<file path="src/rtl/fap_pkg.sv">
package fap_pkg;

    // Pool geometry.
    localparam int PAGE_BYTES = 256;
    localparam int PAGE_COUNT = 256;

    // Derived widths.
    localparam int PAGE_SHIFT = $clog2(PAGE_BYTES);
    localparam int ADDR_W     = $clog2(PAGE_COUNT);
    localparam int CNT_W      = ADDR_W + 1;
    localparam int SIZE_W     = 17;
    localparam int NEED_W     = SIZE_W - PAGE_SHIFT + 1;
    localparam int RESULT_W   = 9;

    // Request codes.
    typedef enum logic [1:0] {
        ACT_ALLOC = 2'd0,
        ACT_FREE  = 2'd1,
        ACT_CLEAR = 2'd2
    } t_action;

    // Request item.
    typedef struct packed {
        t_action             action;
        logic [SIZE_W-1:0]   size_bytes;
        logic [7:0]          page_index;
    } t_item;

    // Result item.
    typedef struct packed {
        logic                status;
        logic [RESULT_W-1:0] result_page;
    } t_result;

    // Per-page marks as held in the page table.
    typedef struct packed {
        logic valid;
        logic is_start;
    } t_entry;

    localparam int ENTRY_W = $bits(t_entry);

endpackage

</file>
<file path="src/rtl/fap_ram.sv">
module fap_ram #(
    parameter int WIDTH = 2,
    parameter int DEPTH = 256
) (
    input  logic                     i_clk,
    input  logic                     i_we,
    input  logic [$clog2(DEPTH)-1:0] i_waddr,
    input  logic [WIDTH-1:0]         i_wdata,
    input  logic [$clog2(DEPTH)-1:0] i_raddr,
    output logic [WIDTH-1:0]         o_rdata
);

    logic [WIDTH-1:0] r_mem [DEPTH];
    logic [WIDTH-1:0] r_rdata;

    // One write port and one registered read port.
    always_ff @(posedge i_clk) begin
        if (i_we) begin
            r_mem[i_waddr] <= i_wdata;
        end
        r_rdata <= r_mem[i_raddr];
    end

    assign o_rdata = r_rdata;

endmodule

</file>
<file path="src/rtl/first_fit_page_allocator_unit.sv">
// Channel  | Ports                       | Handshake
// ---------+-----------------------------+-------------------------------------
// request  | start, busy, i_item         | item taken when start & !busy
// result   | o_done, o_result            | one-cycle strobe, cannot be held off
//
// Allocate enters the scan state, scans the page table one page a cycle through the
// registered RAM read until a long enough run is found or the last page is checked,
// then marks the run one page a cycle. Free reads, then checks and writes, each page
// it checks, the page that stops the walk included. Clear, unused codes and zero or
// oversize allocations are answered straight from idle.
// Reset is synchronous: the sequencer idles and all per-page written flags clear,
// so every page reads free at once; no clearing pass is needed.
// The result strobe is not stalled; busy is high after acceptance until the strobe
// cycle, and stays low for items that are answered straight from idle.
module first_fit_page_allocator_unit (
    input  logic              i_clk,
    input  logic              i_rst_n,
    input  logic              start,
    input  fap_pkg::t_item    i_item,
    output logic              busy,
    output logic              o_done,
    output fap_pkg::t_result  o_result
);

    import fap_pkg::*;

    typedef enum logic [4:0] {
        S_IDLE     = 5'b00001,
        S_SCAN     = 5'b00010,
        S_MARK     = 5'b00100,
        S_FREE_RD  = 5'b01000,
        S_FREE_CHK = 5'b10000
    } t_state;

    t_state              r_state,   n_state;
    logic [CNT_W-1:0]    r_idx,     n_idx;
    logic [ADDR_W-1:0]   r_chk,     n_chk;
    logic                r_chk_ok,  n_chk_ok;
    logic [NEED_W-1:0]   r_run,     n_run;
    logic [NEED_W-1:0]   r_need,    n_need;
    logic [CNT_W-1:0]    r_first,   n_first;
    logic [CNT_W-1:0]    r_end,     n_end;
    logic                r_head,    n_head;
    logic [PAGE_COUNT-1:0] r_written, n_written;
    logic                r_done,    n_done;
    t_result             r_result,  n_result;

    logic                ram_we;
    logic [ADDR_W-1:0]   ram_waddr;
    logic [ENTRY_W-1:0]  ram_wdata;
    logic [ADDR_W-1:0]   ram_raddr;
    logic [ENTRY_W-1:0]  ram_q;

    logic [NEED_W-1:0]   req_need;
    logic [NEED_W-1:0]   run_next;
    t_entry              chk_entry;
    t_entry              idx_entry;

    // Page table: valid and start marks, one entry per page.
    fap_ram #(
        .WIDTH (ENTRY_W),
        .DEPTH (PAGE_COUNT)
    ) u_table (
        .i_clk   (i_clk),
        .i_we    (ram_we),
        .i_waddr (ram_waddr),
        .i_wdata (ram_wdata),
        .i_raddr (ram_raddr),
        .o_rdata (ram_q)
    );

    // Pages needed, rounded up to whole pages.
    assign req_need = NEED_W'(i_item.size_bytes >> PAGE_SHIFT)
                    + NEED_W'(|(i_item.size_bytes & SIZE_W'(PAGE_BYTES - 1)));

    // An entry never written since reset or clear reads as free.
    assign chk_entry = r_written[r_chk] ? t_entry'(ram_q) : t_entry'('0);
    assign idx_entry = r_written[r_idx[ADDR_W-1:0]] ? t_entry'(ram_q) : t_entry'('0);

    // Length of the free run ending at the page under check.
    assign run_next = chk_entry.valid ? '0 : r_run + NEED_W'(1);

    // Sequencer.
    always_comb begin
        n_state   = r_state;
        n_idx     = r_idx;
        n_chk     = r_chk;
        n_chk_ok  = r_chk_ok;
        n_run     = r_run;
        n_need    = r_need;
        n_first   = r_first;
        n_end     = r_end;
        n_head    = r_head;
        n_written = r_written;
        n_done    = 1'b0;
        n_result  = r_result;
        ram_we    = 1'b0;
        ram_waddr = r_idx[ADDR_W-1:0];
        ram_wdata = '0;
        ram_raddr = r_idx[ADDR_W-1:0];

        case (r_state)
            S_IDLE: begin
                if (start) begin
                    case (i_item.action)
                        ACT_ALLOC: begin
                            if (req_need == '0 || req_need > NEED_W'(PAGE_COUNT)) begin
                                n_done   = 1'b1;
                                n_result = '{status: 1'b1, result_page: '0};
                            end else begin
                                n_need   = req_need;
                                n_idx    = '0;
                                n_chk_ok = 1'b0;
                                n_run    = '0;
                                n_state  = S_SCAN;
                            end
                        end
                        ACT_FREE: begin
                            if ({1'b0, i_item.page_index} >= CNT_W'(PAGE_COUNT)) begin
                                n_done   = 1'b1;
                                n_result = '{status: 1'b0,
                                             result_page: RESULT_W'(i_item.page_index)};
                            end else begin
                                n_idx   = CNT_W'(i_item.page_index);
                                n_head  = 1'b1;
                                n_state = S_FREE_RD;
                            end
                        end
                        ACT_CLEAR: begin
                            n_written = '0;
                            n_done    = 1'b1;
                            n_result  = '{status: 1'b0, result_page: '0};
                        end
                        default: begin
                            n_done   = 1'b1;
                            n_result = '{status: 1'b0, result_page: '0};
                        end
                    endcase
                end
            end

            // Read one page a cycle; check the page read in the previous cycle.
            S_SCAN: begin
                if (r_idx < CNT_W'(PAGE_COUNT)) begin
                    n_idx = r_idx + CNT_W'(1);
                end
                n_chk    = r_idx[ADDR_W-1:0];
                n_chk_ok = (r_idx < CNT_W'(PAGE_COUNT));
                if (r_chk_ok) begin
                    n_run = run_next;
                    if (run_next == r_need) begin
                        n_first = CNT_W'({1'b0, r_chk}) + CNT_W'(1) - CNT_W'(r_need);
                        n_end   = CNT_W'({1'b0, r_chk}) + CNT_W'(1);
                        n_idx   = CNT_W'({1'b0, r_chk}) + CNT_W'(1) - CNT_W'(r_need);
                        n_state = S_MARK;
                    end else if (r_chk == ADDR_W'(PAGE_COUNT - 1)) begin
                        n_done   = 1'b1;
                        n_result = '{status: 1'b1, result_page: '0};
                        n_state  = S_IDLE;
                    end
                end
            end

            // Mark the run in use, the first page also as a start.
            S_MARK: begin
                ram_we    = 1'b1;
                ram_wdata = ENTRY_W'(t_entry'{valid: 1'b1, is_start: (r_idx == r_first)});
                n_written[r_idx[ADDR_W-1:0]] = 1'b1;
                n_idx = r_idx + CNT_W'(1);
                if (r_idx + CNT_W'(1) == r_end) begin
                    n_done   = 1'b1;
                    n_result = '{status: 1'b0, result_page: RESULT_W'(r_first)};
                    n_state  = S_IDLE;
                end
            end

            S_FREE_RD: begin
                n_state = S_FREE_CHK;
            end

            // Release pages while they are in use and not the start of another run.
            S_FREE_CHK: begin
                if (idx_entry.valid && (r_head || !idx_entry.is_start)) begin
                    ram_we    = 1'b1;
                    ram_wdata = '0;
                    n_written[r_idx[ADDR_W-1:0]] = 1'b1;
                    n_head = 1'b0;
                    if (r_idx + CNT_W'(1) == CNT_W'(PAGE_COUNT)) begin
                        n_done   = 1'b1;
                        n_result = '{status: 1'b0, result_page: RESULT_W'(PAGE_COUNT)};
                        n_state  = S_IDLE;
                    end else begin
                        n_idx   = r_idx + CNT_W'(1);
                        n_state = S_FREE_RD;
                    end
                end else begin
                    // The requested page loses its start mark even if nothing is walked.
                    if (r_head && idx_entry.is_start) begin
                        ram_we    = 1'b1;
                        ram_wdata = '0;
                        n_written[r_idx[ADDR_W-1:0]] = 1'b1;
                    end
                    n_done   = 1'b1;
                    n_result = '{status: 1'b0, result_page: RESULT_W'(r_idx)};
                    n_state  = S_IDLE;
                end
            end

            default: begin
                n_state = S_IDLE;
            end
        endcase
    end

    // Control registers.
    always_ff @(posedge i_clk) begin
        if (!i_rst_n) begin
            r_state   <= S_IDLE;
            r_done    <= 1'b0;
            r_written <= '0;
            r_chk_ok  <= 1'b0;
        end else begin
            r_state   <= n_state;
            r_done    <= n_done;
            r_written <= n_written;
            r_chk_ok  <= n_chk_ok;
        end
    end

    // Working and result registers.
    always_ff @(posedge i_clk) begin
        r_idx    <= n_idx;
        r_chk    <= n_chk;
        r_run    <= n_run;
        r_need   <= n_need;
        r_first  <= n_first;
        r_end    <= n_end;
        r_head   <= n_head;
        r_result <= n_result;
    end

    assign busy     = (r_state != S_IDLE);
    assign o_done   = r_done;
    assign o_result = r_result;

endmodule

</file>
<file path="config.mk">
export PLATFORM = sky130hd
export DESIGN_NAME = first_fit_page_allocator_unit
export DESIGN_NICKNAME = d
export VERILOG_FILES = /design/src/rtl/fap_pkg.sv /design/src/rtl/fap_ram.sv /design/src/rtl/first_fit_page_allocator_unit.sv
export SDC_FILE = /design/constraint.sdc
export NUM_CORES = 1
export LEC_CHECK = 0
export BUFFER_PORTS_ARGS = -buffer_cell sky130_fd_sc_hd__buf_2
export CAP_MARGIN = 40
export CORE_UTILIZATION = 35
export DETAILED_ROUTE_END_ITERATION = 8
export GPL_ROUTABILITY_DRIVEN = 0
export GPL_TIMING_DRIVEN = 0
export PLACE_DENSITY = 0.48
export SLEW_MARGIN = 20
export SYNTH_ARGS = -nofsm -noshare
export SYNTH_HDL_FRONTEND = slang
export SYNTH_HIERARCHICAL = 1
export SYNTH_SLANG_ARGS = --single-unit
</file>
<file path="constraint.sdc">
create_clock -name i_clk -period 18.9 [get_ports i_clk]
set_input_delay 0.945 -clock i_clk [delete_from_list [all_inputs] [get_ports i_clk]]
set_output_delay 0.945 -clock i_clk [all_outputs]
set_load 0.05 [all_outputs]
</file>
==> flow_metrics.env <==
export IMPL_dp_cells=4449
export IMPL_synthArstFlopShare=0
export IMPL_hold_slack_ps=483
export IMPL_drtIter0Drc=3386
export IMPL_utilization=0.409
export IMPL_synth_edf_count=578
export IMPL_holdPathStages=2
export IMPL_synth_nets=2896
export IMPL_crit_path_max_incr_delay_ps=570
export IMPL_min_path_type="register to register"
export IMPL_coreArea_mm2=0.111
export IMPL_dieArea_mm2=0.114
export IMPL_die_h_um=337
export IMPL_wl_mm=140
export IMPL_cts_tree="built"
export IMPL_io_pins=42
export IMPL_antenna_diode_count=0
export IMPL_critPathMaxFanout=10
export IMPL_grt_usage=0.245
export IMPL_max_freq_mhz=147
export IMPL_cts_buffers=94
export IMPL_grt_pass1_wl_mm=200
export IMPL_grt_max_degree=77
export IMPL_cts_resized=0
export IMPL_power_density_mw_per_mm2=121
export IMPL_placed_area_mm2=0.0421
export IMPL_drive_gt1_frac=0.190
export IMPL_cp_common_cell="buf_2"
export IMPL_clock_skew_ps=43.7
export IMPL_crit_path_top_delay_cell="clkbuf_1"
export IMPL_crit_chain="buf_2, buf_6, buf_2, buf_2, mux2i_1, a22oi_1, nand4_1, a41oi_1, nand2_1, a21oi_2, a31oi_4, inv_2, buf_2, clkbuf_1, buf_1, nand3_1, clkbuf_1, buf_8, nor2_1"
export IMPL_viasPerCell=6.11
export IMPL_max_slew_margin=0.356
export IMPL_crit_end="u_table/r_mem[176][0]"
export IMPL_switchingPower_mw=1.96
export IMPL_synth_top_cell_area_share=0.442
export IMPL_grt_overflow=0
export IMPL_timing_rr_end="u_table/r_mem[176][0]"
export IMPL_r2r_slack_ps=12110
export IMPL_cts_hold_buffers=0
export IMPL_fin_cells=4629
export IMPL_synthToLayoutAreaGrowth_pct=15.5
export IMPL_grt_antenna_before_repair=0
export IMPL_postCtsSetupRepairBufs=0
export IMPL_critical_path_top_delay_family="buffers and inverters"
export IMPL_reg2reg_depth=19
export IMPL_clkTransAtPathRegs_ps=60
export IMPL_portBuffers=39
export IMPL_r2r_start="r_idx[1]"
export IMPL_fin_crit_ps=6790
export IMPL_pwr_share_seq=0.370
export IMPL_ys_ff_latch=843
export IMPL_clock_latency_ps=710
export IMPL_synth_cell_types=90
export IMPL_cp_data_arrival_time_ps=7160
export IMPL_grt_pass1_vias=28259
export IMPL_p_int_mw=3.55
export IMPL_cts_htree_levels=3
export IMPL_cts_sinks=843
export IMPL_syn_inst=2848
export IMPL_ys_seq_area_frac=0.577
export IMPL_cts_root_buf="clkbuf_16"
export IMPL_yosys_warnings=6
export IMPL_swShare=0.355
export IMPL_clockBufferDepth=3
export IMPL_post_route_drc_count=0
export IMPL_route_detailed_wl_per_inst_um=30.2
export IMPL_dp_hpwl_mm=100
export IMPL_synth_ff_type="edfxtp_1"
export IMPL_finalInstanceArea_mm2=0.0453
export IMPL_p_leak_nw=13.5
export IMPL_synth_top_area_cell="edfxtp_1"
export IMPL_rows=122
export IMPL_power_frac_comb=0.285
export IMPL_crit_type="register to register"
export IMPL_status="finished, final reports clean"
export IMPL_p_clk_frac=0.345
export IMPL_crit_buf_inv=10
export IMPL_rsz0062_at_grt="no"
export IMPL_antenna_left=0
export IMPL_setup_viol=0
export IMPL_synthTopCellsByArea="edfxtp_1 44%, dfxtp_1 14%, mux4_2 9.6%"
export IMPL_p_total_mw=5.51
export IMPL_firstDrtPassIters=5
export IMPL_synth_common_cells="578 x edfxtp_1, 391 x nor2_1, 265 x dfxtp_1"
export IMPL_worstMarginPinSlew_ps=967
export IMPL_num_vias=28297
export IMPL_finalMaxSlewViolations=0
export IMPL_nets=3109
export IMPL_cp_depth=19
export IMPL_maxCapViolCount=0
export IMPL_yosysMostFrequentCell="edfxtp_1"
export IMPL_min_period_over_period=0.359
export IMPL_avgSynthCellArea_um2=13.8
export IMPL_cp_required_ps=19270
export IMPL_startpoint_type="register"
export IMPL_hold_viol=0
export IMPL_initial_core_util=0.354
export IMPL_fillerInstances=10366
export IMPL_ir_drop_mv=0.0670
export IMPL_worstSetupStartpoint="r_idx[1]"
export IMPL_synthesis_area_mm2=0.0393
export IMPL_end_kind="register"
export IMPL_die_x_um=337
-- worst reg2reg max path, delay by kind of cell, from the launching register on --
family	cells	cell delay, ps
and+or+nand+nor	4	1020
muxes	1	150
buffers and inverters	10	3800
DFF	1	530
AOI/OAI and AO/OA	4	1010
-- worst min path at each step --
stage	startpoint	to	slack, ps
finish	r_written[47]	r_written[47]	480
global route	r_written[252]	r_written[252]	510
CTS	r_written[31]	r_written[31]	480
detailed placement	r_written[159]	r_written[159]	470
global placement	r_written[26]	r_written[26]	460
floorplan	r_written[15]	r_written[15]	430
-- per-stage QoR --
stage / setup TNS, ps / setup WS [ps]
after CTS: 0 / 12330
after global routing: 0 / 12060
after detailed placement: 0 / 12330
after floorplan: 0 / 916
final: 0 / 12110
after global placement: -3813470 / -14920
-- cell families (layout without fill, tap and decap cells) --
| family | count (synthesis) | in the layout | share of synthesized area |
|---|---|---|---|
| AO/OA/AOI/OAI | 533 | 533 | 0.118 |
| XOR/XNOR | 70 | 70 | 0.0177 |
| adder cells (fa/ha/maj) | 18 | 18 | 0.00593 |
| buffers and inverters | 295 | 588 | 0.0433 |
| flip-flops | 843 | 843 | 0.577 |
| multiplexers | 367 | 367 | 0.156 |
| AND/OR/NAND/NOR | 722 | 722 | 0.0824 |
-- power groups by stage --
stage,clock (mW),sequential [mW],combinational (mW)
final,1.90,2.04,1.57
after floorplan,0,2.08,0.842
after global routing,2.00,2.04,1.60
after CTS,1.93,2.04,1.53
after detailed placement,0,2.07,1.53
after global placement,0,2.09,1.47
-- final cells by class --
| class | count | area, um2 | share of cell area |
|---|---|---|---|
| sequential | 843 | 22700 | 0.500 |
| clock inverter | 61 | 677 | 0.0149 |
| inverter | 37 | 139 | 0.00306 |
| tap | 1488 | 1860 | 0.0411 |
| timing repair buffer | 117 | 947 | 0.0209 |
| buffer | 258 | 1580 | 0.0348 |
| clock buffer | 115 | 2550 | 0.0561 |
| multi-input combinational | 1710 | 14900 | 0.329 |
-- cell usage in the layout, fill, tap and decap left out, types with 13 or more instances in the layout --
master	Yosys	final
a211oi_1	15	15
a21oi_1	36	35
a22o_1	18	18
a22oi_1	28	28
a32o_1	240	240
and2_1	14	14
buf_2	30	93
buf_4	8	28
buf_6	40	63
buf_8	4	14
clkbuf_1	150	148
clkbuf_16	0	95
clkinv_1	2	13
clkinv_2	0	25
dfxtp_1	265	265
edfxtp_1	578	578
ha_1	17	17
inv_1	30	30
mux2_2	18	18
mux2i_1	160	160
mux4_1	20	20
mux4_2	168	168
nand2_1	113	113
nand3_1	64	64
nand4_1	33	33
nor2_1	391	390
nor2b_1	24	24
o211ai_1	13	13
o21ai_0	26	26
o221ai_1	20	20
o22ai_1	27	27
o41ai_1	15	15
xnor2_1	33	33
xor2_1	31	31
-- metal layers --
layer  routed length, um  GRT usage
met1               59800      0.343
met2               63300      0.380
met3               12400     0.0479
met4                4270     0.0806
met5                   0          0
-- registers in the layout, indices dropped and copies added, names as in the netlist, 2 cells and up --
signal           cells
r_state              5
r_idx                9
r_chk                8
r_need              10
r_run               10
u_table/r_mem      512
r_first              9
r_written          256
u_table/o_rdata      2
o_result            10
r_end                9
No activity file was read; power rests on OpenSTA's default activity.
